[config.mk]
export PLATFORM = sky130hd
export DESIGN_NAME = separator_token_scanner_core
export DESIGN_NICKNAME = d
export VERILOG_FILES = /design/src/hw/rtl/stsc_pkg.sv /design/src/hw/rtl/stsc_decode.sv /design/src/hw/rtl/stsc_rbuf.sv /design/src/hw/rtl/separator_token_scanner_core.sv
export SDC_FILE = /design/constraint.sdc
export NUM_CORES = 1
export LEC_CHECK = 0
export BUFFER_PORTS_ARGS = -buffer_cell sky130_fd_sc_hd__buf_2
export CORE_ASPECT_RATIO = 0.6
export CORE_MARGIN = 1
export CORE_UTILIZATION = 56
export DETAILED_ROUTE_END_ITERATION = 10
export GPL_TIMING_DRIVEN = 1
export PLACE_DENSITY = 0.77
export SLEW_MARGIN = 15
export SYNTH_ARGS = -nofsm -noshare
export SYNTH_HDL_FRONTEND = slang
export SYNTH_SLANG_ARGS = --single-unit
[constraint.sdc]
create_clock -name clk -period 5.4 [get_ports clk]
set_input_delay 0.27 -clock clk [delete_from_list [all_inputs] [get_ports clk]]
set_output_delay 0.27 -clock clk [all_outputs]
set_load 0.02 [all_outputs]
[src/hw/rtl/stsc_pkg.sv]
`default_nettype none
// ----------------------------------------------------------------------------
// stsc_pkg
// Shared types, codes and constants of the separator token scanner.
// ----------------------------------------------------------------------------
package stsc_pkg;

  localparam int LEN_W           = 11;
  localparam int MAX_TOKEN_LEN_D = 1024;

  // Scanner modes.
  typedef enum logic [2:0] {
    M_SKIP    = 3'd0,
    M_SLASH   = 3'd1,
    M_COMMENT = 3'd2,
    M_QUOTE   = 3'd3,
    M_WORD    = 3'd4
  } mode_t;

  // Result kinds.
  localparam logic [1:0] KIND_BYTE = 2'd0;
  localparam logic [1:0] KIND_END  = 2'd1;
  localparam logic [1:0] KIND_EOI  = 2'd2;

  // Token-end status codes.
  localparam logic [1:0] ST_OK      = 2'd0;
  localparam logic [1:0] ST_DISCARD = 2'd1;
  localparam logic [1:0] ST_TRUNC   = 2'd2;

  // Configuration register indexes.
  localparam logic [2:0] CFG_SEP_A     = 3'd0;
  localparam logic [2:0] CFG_SEP_B     = 3'd1;
  localparam logic [2:0] CFG_SEP_C     = 3'd2;
  localparam logic [2:0] CFG_SEP_D     = 3'd3;
  localparam logic [2:0] CFG_SEP_COUNT = 3'd4;
  localparam logic [2:0] CFG_LIMIT     = 3'd5;

  // Special characters.
  localparam logic [7:0] CH_NUL   = 8'h00;
  localparam logic [7:0] CH_NL    = 8'h0A;
  localparam logic [7:0] CH_QUOTE = 8'h22;
  localparam logic [7:0] CH_SLASH = 8'h2F;

  // Register reset values.
  localparam logic [7:0]       RST_SEP_A     = 8'd32;
  localparam logic [7:0]       RST_SEP_B     = 8'd9;
  localparam logic [7:0]       RST_SEP_C     = 8'd10;
  localparam logic [7:0]       RST_SEP_D     = 8'd13;
  localparam logic [2:0]       RST_SEP_COUNT = 3'd4;
  localparam logic [LEN_W-1:0] RST_LIMIT     = 11'd1024;

  typedef struct packed {
    logic [7:0]       sep_a;
    logic [7:0]       sep_b;
    logic [7:0]       sep_c;
    logic [7:0]       sep_d;
    logic [2:0]       sep_count;
    logic [LEN_W-1:0] token_limit;
  } cfg_t;

  typedef struct packed {
    logic [1:0]       kind;
    logic [7:0]       data;
    logic [LEN_W-1:0] len;
    logic [1:0]       status;
    logic             quoted;
  } res_t;

  // Up to three results caused by one input byte.
  typedef struct packed {
    logic [1:0]      n;
    res_t [2:0]      res;
  } step_t;

  // Token counter width: enough for the clamped limit, never wider than the
  // length field.
  function automatic int cnt_width(input int max_len);
    int w;
    begin
      w = $clog2(max_len + 1);
      return (w > LEN_W) ? LEN_W : w;
    end
  endfunction

  function automatic res_t mk_res(input logic [1:0] kind, input logic [7:0] data,
                                  input logic [LEN_W-1:0] len,
                                  input logic [1:0] status, input logic quoted);
    res_t r;
    begin
      r.kind   = kind;
      r.data   = data;
      r.len    = len;
      r.status = status;
      r.quoted = quoted;
      return r;
    end
  endfunction

endpackage
`default_nettype wire

[src/hw/rtl/stsc_decode.sv]
`default_nettype none
// ----------------------------------------------------------------------------
// stsc_decode
// Per-byte scanner step: classifies one byte against the current mode and
// produces up to three results together with the next mode and count.
// ----------------------------------------------------------------------------
module stsc_decode #(
  parameter int MAX_TOKEN_LEN = stsc_pkg::MAX_TOKEN_LEN_D,
  localparam int CNT_W = stsc_pkg::cnt_width(MAX_TOKEN_LEN)
) (
  input  var stsc_pkg::cfg_t  cfg,
  input  var stsc_pkg::mode_t mode,
  input  wire [CNT_W-1:0]     cnt,
  input  wire [7:0]           ch,
  output stsc_pkg::step_t     step,
  output stsc_pkg::mode_t     mode_nxt,
  output logic [CNT_W-1:0]    cnt_nxt
);

  logic [CNT_W-1:0] lim;
  logic [CNT_W-1:0] lim_m1;
  logic [2:0]       nsep;
  logic             is_sep;

  // Effective limit: zero acts as one, anything above the maximum is clamped.
  always_comb begin
    if (cfg.token_limit == '0) begin
      lim = CNT_W'(1);
    end else if (32'(cfg.token_limit) > 32'(MAX_TOKEN_LEN)) begin
      lim = CNT_W'(MAX_TOKEN_LEN);
    end else begin
      lim = CNT_W'(cfg.token_limit);
    end
  end

  assign lim_m1 = lim - CNT_W'(1);
  assign nsep   = (cfg.sep_count > 3'd4) ? 3'd4 : cfg.sep_count;
  assign is_sep = (ch == stsc_pkg::CH_NUL)
               || ((nsep > 3'd0) && (ch == cfg.sep_a))
               || ((nsep > 3'd1) && (ch == cfg.sep_b))
               || ((nsep > 3'd2) && (ch == cfg.sep_c))
               || ((nsep > 3'd3) && (ch == cfg.sep_d));

  logic [CNT_W-1:0] c_v;
  logic [1:0]       k;
  logic             do_word;
  logic             do_start;

  always_comb begin
    step     = '0;
    c_v      = cnt;
    mode_nxt = mode;
    k        = '0;
    do_word  = 1'b0;
    do_start = 1'b0;

    unique case (mode)
      stsc_pkg::M_SLASH: begin
        if (ch == stsc_pkg::CH_SLASH) begin
          mode_nxt = stsc_pkg::M_COMMENT;
        end else begin
          // A lone slash opens a word; the current byte is then scanned within it.
          mode_nxt = stsc_pkg::M_WORD;
          c_v      = '0;
          if (c_v < lim) begin
            step.res[k] = stsc_pkg::mk_res(stsc_pkg::KIND_BYTE, stsc_pkg::CH_SLASH,
                                           '0, stsc_pkg::ST_OK, 1'b0);
            k   = k + 2'd1;
            c_v = c_v + CNT_W'(1);
          end
          do_word = 1'b1;
        end
      end
      stsc_pkg::M_COMMENT: begin
        if (ch == stsc_pkg::CH_NUL || ch == stsc_pkg::CH_NL) begin
          do_start = 1'b1;
        end
      end
      stsc_pkg::M_QUOTE: begin
        if (ch == stsc_pkg::CH_QUOTE || ch == stsc_pkg::CH_NUL) begin
          step.res[k] = stsc_pkg::mk_res(stsc_pkg::KIND_END, 8'h00,
                          stsc_pkg::LEN_W'((c_v < lim_m1) ? c_v : lim_m1),
                          (c_v > lim_m1) ? stsc_pkg::ST_TRUNC : stsc_pkg::ST_OK,
                          1'b1);
          k        = k + 2'd1;
          c_v      = '0;
          mode_nxt = stsc_pkg::M_SKIP;
          if (ch == stsc_pkg::CH_NUL) begin
            step.res[k] = stsc_pkg::mk_res(stsc_pkg::KIND_EOI, 8'h00, '0,
                                           stsc_pkg::ST_OK, 1'b0);
            k = k + 2'd1;
          end
        end else if (c_v < lim) begin
          step.res[k] = stsc_pkg::mk_res(stsc_pkg::KIND_BYTE, ch, '0,
                                         stsc_pkg::ST_OK, 1'b0);
          k   = k + 2'd1;
          c_v = c_v + CNT_W'(1);
        end
      end
      stsc_pkg::M_WORD: begin
        do_word = 1'b1;
      end
      default: begin
        do_start = 1'b1;
      end
    endcase

    if (do_word) begin
      if (is_sep) begin
        // A word that filled the buffer is thrown away.
        if (c_v >= lim) begin
          step.res[k] = stsc_pkg::mk_res(stsc_pkg::KIND_END, 8'h00, '0,
                                         stsc_pkg::ST_DISCARD, 1'b0);
        end else begin
          step.res[k] = stsc_pkg::mk_res(stsc_pkg::KIND_END, 8'h00,
                                         stsc_pkg::LEN_W'(c_v),
                                         stsc_pkg::ST_OK, 1'b0);
        end
        k        = k + 2'd1;
        c_v      = '0;
        do_start = 1'b1;
      end else if (c_v < lim) begin
        step.res[k] = stsc_pkg::mk_res(stsc_pkg::KIND_BYTE, ch, '0,
                                       stsc_pkg::ST_OK, 1'b0);
        k   = k + 2'd1;
        c_v = c_v + CNT_W'(1);
      end
    end

    if (do_start) begin
      if (is_sep) begin
        mode_nxt = stsc_pkg::M_SKIP;
        if (ch == stsc_pkg::CH_NUL) begin
          c_v         = '0;
          step.res[k] = stsc_pkg::mk_res(stsc_pkg::KIND_EOI, 8'h00, '0,
                                         stsc_pkg::ST_OK, 1'b0);
          k           = k + 2'd1;
        end
      end else if (ch == stsc_pkg::CH_SLASH) begin
        mode_nxt = stsc_pkg::M_SLASH;
      end else if (ch == stsc_pkg::CH_QUOTE) begin
        mode_nxt = stsc_pkg::M_QUOTE;
        c_v      = '0;
      end else begin
        mode_nxt = stsc_pkg::M_WORD;
        c_v      = '0;
        if (c_v < lim) begin
          step.res[k] = stsc_pkg::mk_res(stsc_pkg::KIND_BYTE, ch, '0,
                                         stsc_pkg::ST_OK, 1'b0);
          k   = k + 2'd1;
          c_v = c_v + CNT_W'(1);
        end
      end
    end

    step.n  = k;
    cnt_nxt = c_v;
  end

endmodule
`default_nettype wire

[src/hw/rtl/stsc_rbuf.sv]
`default_nettype none
// ----------------------------------------------------------------------------
// stsc_rbuf
// Result register: holds the results of one byte and presents them on the
// output channel one per cycle while out_stall is low.
// ----------------------------------------------------------------------------
module stsc_rbuf (
  input  wire                       clk,
  input  wire                       rst_n,
  input  wire                       load,
  input  var stsc_pkg::step_t       step,
  output logic                      free,
  output logic                      out_valid,
  input  wire                       out_stall,
  output logic [1:0]                out_kind,
  output logic [7:0]                out_out_byte,
  output logic [stsc_pkg::LEN_W-1:0] out_token_len,
  output logic [1:0]                out_status,
  output logic                      out_was_quoted,
  output logic                      out_last
);

  stsc_pkg::res_t [2:0] res_r;
  logic [1:0]           cnt_r;
  logic [1:0]           idx_r;
  stsc_pkg::res_t       cur;
  logic                 out_fire;

  always_comb begin
    case (idx_r)
      2'd1:    cur = res_r[1];
      2'd2:    cur = res_r[2];
      default: cur = res_r[0];
    endcase
  end

  assign out_valid      = (cnt_r != 2'd0);
  assign out_last       = ((idx_r + 2'd1) == cnt_r);
  assign out_fire       = out_valid && !out_stall;
  assign free           = !out_valid || (out_fire && out_last);
  assign out_kind       = cur.kind;
  assign out_out_byte   = cur.data;
  assign out_token_len  = cur.len;
  assign out_status     = cur.status;
  assign out_was_quoted = cur.quoted;

  always_ff @(posedge clk) begin
    if (!rst_n) begin
      cnt_r <= 2'd0;
      idx_r <= 2'd0;
    end else if (load) begin
      cnt_r <= step.n;
      idx_r <= 2'd0;
    end else if (out_fire) begin
      if (out_last) begin
        cnt_r <= 2'd0;
        idx_r <= 2'd0;
      end else begin
        idx_r <= idx_r + 2'd1;
      end
    end
  end

  always_ff @(posedge clk) begin
    if (load) begin
      res_r <= step.res;
    end
  end

endmodule
`default_nettype wire

[src/hw/rtl/separator_token_scanner_core.sv]
`default_nettype none
// ----------------------------------------------------------------------------
// separator_token_scanner_core
// Splits a byte stream into words, quoted strings and skipped comments,
// emitting token bytes and token-end results.
// ----------------------------------------------------------------------------
// A request is registered on acceptance, then decoded into the result register
// once it is free, from which its first result is offered. Throughput: one byte
// per cycle while out_stall is low and each byte gives at most one result; a
// byte with more holds the single result port until all of them are taken.
// Reset (synchronous, rst_n low): scanner skips separators, count zero,
// registers take their defaults, input and result registers empty.
module separator_token_scanner_core #(
  parameter int MAX_TOKEN_LEN = stsc_pkg::MAX_TOKEN_LEN_D
) (
  input  wire                        clk,
  input  wire                        rst_n,
  input  wire                        in_valid,
  output logic                       in_stall,
  input  wire [7:0]                  in_ch,
  output logic                       out_valid,
  input  wire                        out_stall,
  output logic [1:0]                 out_kind,
  output logic [7:0]                 out_out_byte,
  output logic [stsc_pkg::LEN_W-1:0] out_token_len,
  output logic [1:0]                 out_status,
  output logic                       out_was_quoted,
  output logic                       out_last,
  input  wire                        cfg_we,
  input  wire [2:0]                  cfg_index,
  input  wire [stsc_pkg::LEN_W-1:0]  cfg_wdata
);

  localparam int CNT_W = stsc_pkg::cnt_width(MAX_TOKEN_LEN);

  stsc_pkg::cfg_t   cfg_r;
  stsc_pkg::mode_t  mode_r;
  stsc_pkg::mode_t  mode_nxt;
  logic [CNT_W-1:0] count_r;
  logic [CNT_W-1:0] count_nxt;
  logic             in_valid_r;
  logic [7:0]       in_ch_r;
  logic             buf_free;
  logic             proc;
  stsc_pkg::step_t  step;

  // The buffered request moves on once the result register can take it.
  assign proc     = in_valid_r && buf_free;
  assign in_stall = in_valid_r && !buf_free;

  always_ff @(posedge clk) begin
    if (!rst_n) begin
      in_valid_r <= 1'b0;
    end else if (in_valid && !in_stall) begin
      in_valid_r <= 1'b1;
    end else if (proc) begin
      in_valid_r <= 1'b0;
    end
  end

  always_ff @(posedge clk) begin
    if (in_valid && !in_stall) begin
      in_ch_r <= in_ch;
    end
  end

  always_ff @(posedge clk) begin
    if (!rst_n) begin
      mode_r  <= stsc_pkg::M_SKIP;
      count_r <= '0;
    end else if (proc) begin
      mode_r  <= mode_nxt;
      count_r <= count_nxt;
    end
  end

  always_ff @(posedge clk) begin
    if (!rst_n) begin
      cfg_r.sep_a       <= stsc_pkg::RST_SEP_A;
      cfg_r.sep_b       <= stsc_pkg::RST_SEP_B;
      cfg_r.sep_c       <= stsc_pkg::RST_SEP_C;
      cfg_r.sep_d       <= stsc_pkg::RST_SEP_D;
      cfg_r.sep_count   <= stsc_pkg::RST_SEP_COUNT;
      cfg_r.token_limit <= stsc_pkg::RST_LIMIT;
    end else if (cfg_we) begin
      unique case (cfg_index)
        stsc_pkg::CFG_SEP_A:     cfg_r.sep_a       <= cfg_wdata[7:0];
        stsc_pkg::CFG_SEP_B:     cfg_r.sep_b       <= cfg_wdata[7:0];
        stsc_pkg::CFG_SEP_C:     cfg_r.sep_c       <= cfg_wdata[7:0];
        stsc_pkg::CFG_SEP_D:     cfg_r.sep_d       <= cfg_wdata[7:0];
        stsc_pkg::CFG_SEP_COUNT: cfg_r.sep_count   <= cfg_wdata[2:0];
        stsc_pkg::CFG_LIMIT:     cfg_r.token_limit <= cfg_wdata;
        default: begin
        end
      endcase
    end
  end

  stsc_decode #(
    .MAX_TOKEN_LEN(MAX_TOKEN_LEN)
  ) u_decode (
    .cfg      (cfg_r),
    .mode     (mode_r),
    .cnt      (count_r),
    .ch       (in_ch_r),
    .step     (step),
    .mode_nxt (mode_nxt),
    .cnt_nxt  (count_nxt)
  );

  stsc_rbuf u_rbuf (
    .clk            (clk),
    .rst_n          (rst_n),
    .load           (proc),
    .step           (step),
    .free           (buf_free),
    .out_valid      (out_valid),
    .out_stall      (out_stall),
    .out_kind       (out_kind),
    .out_out_byte   (out_out_byte),
    .out_token_len  (out_token_len),
    .out_status     (out_status),
    .out_was_quoted (out_was_quoted),
    .out_last       (out_last)
  );

  // End of input is always the final result of its byte.
  a_eoi_last: assert property (@(posedge clk) disable iff (!rst_n)
    (out_valid && out_kind == stsc_pkg::KIND_EOI) |-> out_last)
    else $error("end-of-input result not marked last");

  // A taken result that is not the last one is followed by another.
  a_more_follow: assert property (@(posedge clk) disable iff (!rst_n)
    (out_valid && !out_stall && !out_last) |=> out_valid)
    else $error("results of a byte lost after a non-last result");

  // Token bytes carry no length, status or quote flag.
  a_byte_clean: assert property (@(posedge clk) disable iff (!rst_n)
    (out_valid && out_kind == stsc_pkg::KIND_BYTE) |->
      (out_token_len == '0 && out_status == stsc_pkg::ST_OK && !out_was_quoted))
    else $error("token byte result with token-end fields set");

endmodule
`default_nettype wire
==> impl_metrics.ini <==
[clock_tree]
cts_sinks = 141
cts_tree = yes
cts_root_buf = clkbuf_16
clkTransAtPathRegs_ns = 0.06
ctsHoldBuffers = 0
clk_path_buf_depth = 2
cts_max_level = 4
numCtsBuffers = 17
worstSkewPairLatency_ns = 0.43

[timing]
slew_violations = 0
clock.fmax_ghz = 0.189
worst_pin_slew_ns = 1.05
whs_ns = 0.0113
setup_tns_ns = 0
maxSlewHeadroom = 0.299
period_minus_slack_ns = 5.29
fin_crit_sh = 0.979
finClkSkew_ns = 0.00816
hold_viol = 0
finalSetupViolCount = 0

[routing]
drt_wl_total_mm = 24.8
firstDrtPassIters = 6
drc = 0
drt_iter0_drc = 981
wl_per_cell_um = 19.8
postRouteAntennaNets = 0
vias = 7635
routed_via_density = 6.10

[pwr]
switching_power_w = 0.000828
seqPwrFrac = 0.415
intPower_w = 0.00214
combPwrFrac = 0.153
ir_drop_mv = 0.212
p_leak_nw = 3.92
power_density_mw_per_mm2 = 292
share_clk_of_total_power = 0.432
swShare = 0.279

[logic_synthesis]
syn_area_per_cell_um2 = 9.03
synth_area_mm2 = 0.00844
synth_top_family_by_area = simple AND/OR/NAND/NOR gates
yosys_register_bits = 141
syn-instance-count = 934
synth-compound-area-share = 0.188
synth_edf_count = 76
synthAdderAreaFrac = 0.0653
synthXorXnorAreaFrac = 0.0530
synth_seq_area_share = 0.425
synth_ff_type = edfxtp_1
ys_warn_count = 0
ys_types = 77
yosys.area_share.simple = 0.215
synth_fp_nets = 1005
ys_async_sr_fraction = 0
synth.area.mux_share = 0.0108

[placement]
dp_hpwl_mm = 17.3
place.gp.congestion = 0.959
dpl_cell_area_mm2 = 0.00926
numPortBuffers = 53

[die]
io_pins = 54
start_util = 0.578
coreArea_mm2 = 0.0146
fp.dieW_um = 160
fp.dieH_um = 97.1
row_count = 34
dieArea_mm2 = 0.0156

[layout]
postLayoutCellArea_mm2 = 0.0102
post-route-util = 0.696
syn2layout_area_growth_pct = 20.3
diodes = 0
drive_above_1_share = 0.219
fillCellCount = 1133
multi_input_area_mm2 = 0.00466
regArea_mm2 = 0.00359
final_nets = 1113

[grt]
grt_max_degree = 74
grtUsageTotal = 0.324
grt_pass1_wl_mm = 38.5
antenna_found_initial = 0
grt_pass1_vias = 7016
grt-ovfl-total = 0

[setup_path]
crit_type = reg2reg
crit_fanout = 5
end_kind = flip-flop
required_ns = 5.70
arrival_ns = 5.58
startpoint_type = flip-flop
ff2ff_path_depth = 23

[hold_path]
hold_depth = 1
hold_path_class = in2reg

[status]
status = complete, no violations

[run]
maxCapViolations = 0
==> path summary, 6_finish.rpt <==
kind,start,to,slack (ns)
setup / recovery,cfg_r[9],u_rbuf.res_r[15],0.11
hold / removal,in_ch[2],in_ch_r[2],0.01
setup reg to reg,cfg_r[9],u_rbuf.res_r[15],0.11
hold reg to reg,cfg_r[15],cfg_r[15],0.47
==> kinds of logic (layout without fill, tap and decap cells) <==
kind of cell | Yosys count | after routing
AOI/OAI and AO/OA | 230 | 230
muxes | 9 | 9
buffers and inverters | 80 | 200
xor gates and xnor gates | 51 | 51
and+or+nand+nor | 379 | 379
adders and majority gates | 44 | 44
DFF | 141 | 141
==> registers in the layout, summed over array words and instances, names as in the netlist <==
| register | cells |
|---|---|
| cfg_r | 46 |
| count_r | 11 |
| in_valid_r | 1 |
| u_rbuf.res_r | 68 |
| u_rbuf.idx_r | 2 |
| mode_r | 3 |
| u_rbuf.cnt_r | 2 |
| in_ch_r | 8 |
==> power groups by stage <==
stage | Clock, W | Combinational, W | Sequential (W)
2_1_floorplan | 0 | 0.000289 | 0.00124
3_3_place_gp | 0 | 0.000407 | 0.00125
3_5_place_dp | 0 | 0.000418 | 0.00125
4_1_cts | 0.00128 | 0.000428 | 0.00123
5_1_grt | 0.00133 | 0.000486 | 0.00124
6_report | 0.00128 | 0.000453 | 0.00123
==> synthesized netlist by cell type (all sizes together), types with 5 or more instances <==
master   instances  area share
mux2i            8      0.0095
and2            28       0.021
nand4           11      0.0082
or2              5      0.0037
o211ai          13       0.012
dfxtp           65        0.15
a31oi            7      0.0070
or4              5      0.0046
buf             20       0.016
o21ai           52       0.032
nor4             8       0.011
and3            16       0.012
nand3           23       0.014
nor2            62       0.028
inv             30       0.013
and4             5      0.0052
a211oi          10       0.010
a22oi           28       0.025
ha              44       0.065
nor2b           10      0.0074
xnor2           33       0.034
o21a             7      0.0062
a21oi           67       0.040
edfxtp          76        0.27
nor3            19       0.012
nand2          176       0.078
o31ai            7      0.0090
xor2            18       0.019
or3              6      0.0050
a2111oi          5      0.0074
clkbuf          30       0.014
==> worst max-delay path, stage by stage, from the launching register on <==
cell and delay, ns:
dfxtp_2 0.33, nor4_4 0.30, a31oi_1 0.14, nor2_1 0.19, ha_2 0.19, nand3b_1 0.15
a2111oi_4 0.10, a211o_1 0.30, or3_4 0.41, a221oi_4 0.30, inv_2 0.10, ha_4 0.26
a211oi_2 0.21, o21ai_2 0.08, a211oi_2 0.28, o21ai_2 0.11, a41oi_2 0.25, xnor2_2 0.13
ha_2 0.23, o21ai_2 0.07, a21oi_2 0.07, a211o_1 0.32, a2111oi_4 0.44, o21a_1 0.21
==> metrics by stage <==
step                      power (W)  worst slack [ns]  instances
after floorplan             0.00153            0.0114        934
after global placement      0.00166            0.0397       1208
after detailed placement    0.00167            -0.252       1208
after CTS                   0.00294            0.0223       1242
after global routing        0.00305            -0.120       1252
final                       0.00297             0.114       1252
==> area by class of cell <==
type / instances / area share
timing repair buffer: 138 / 0.0890
inverter: 30 / 0.0115
clock buffer: 17 / 0.0419
timing repair inverter: 1 / 0.000739
sequential: 141 / 0.353
tap: 198 / 0.0244
clock inverter: 14 / 0.0205
multi-input combinational: 713 / 0.459
==> layer usage <==
layer,GRT usage,vias to the layer above,share of wire
li1,-,3575,-
met1,0.489,3567,0.45
met2,0.450,443,0.40
met3,0.0943,50,0.13
met4,0.0762,0,0.017
met5,0,-,0
==> timing repair <==
action                     4_1_cts  5_1_grt
gates resized for setup          6       36
gates cloned                     1        0
buffers inserted                 2       10
pin swaps                        1       18
hold endpoints to repair         0        0
setup endpoints to repair       33       65
==> placed cells by master, fill, tap and decap left out, drive strengths merged, types with 33 or more instances in the layout <==
master,count
dfxtp,65
o21ai,52
xnor2,33
a21oi,67
edfxtp,76
buf,138
ha,44
inv,35
nand2,176
nor2,62
(Power assumes the default switching activity.)
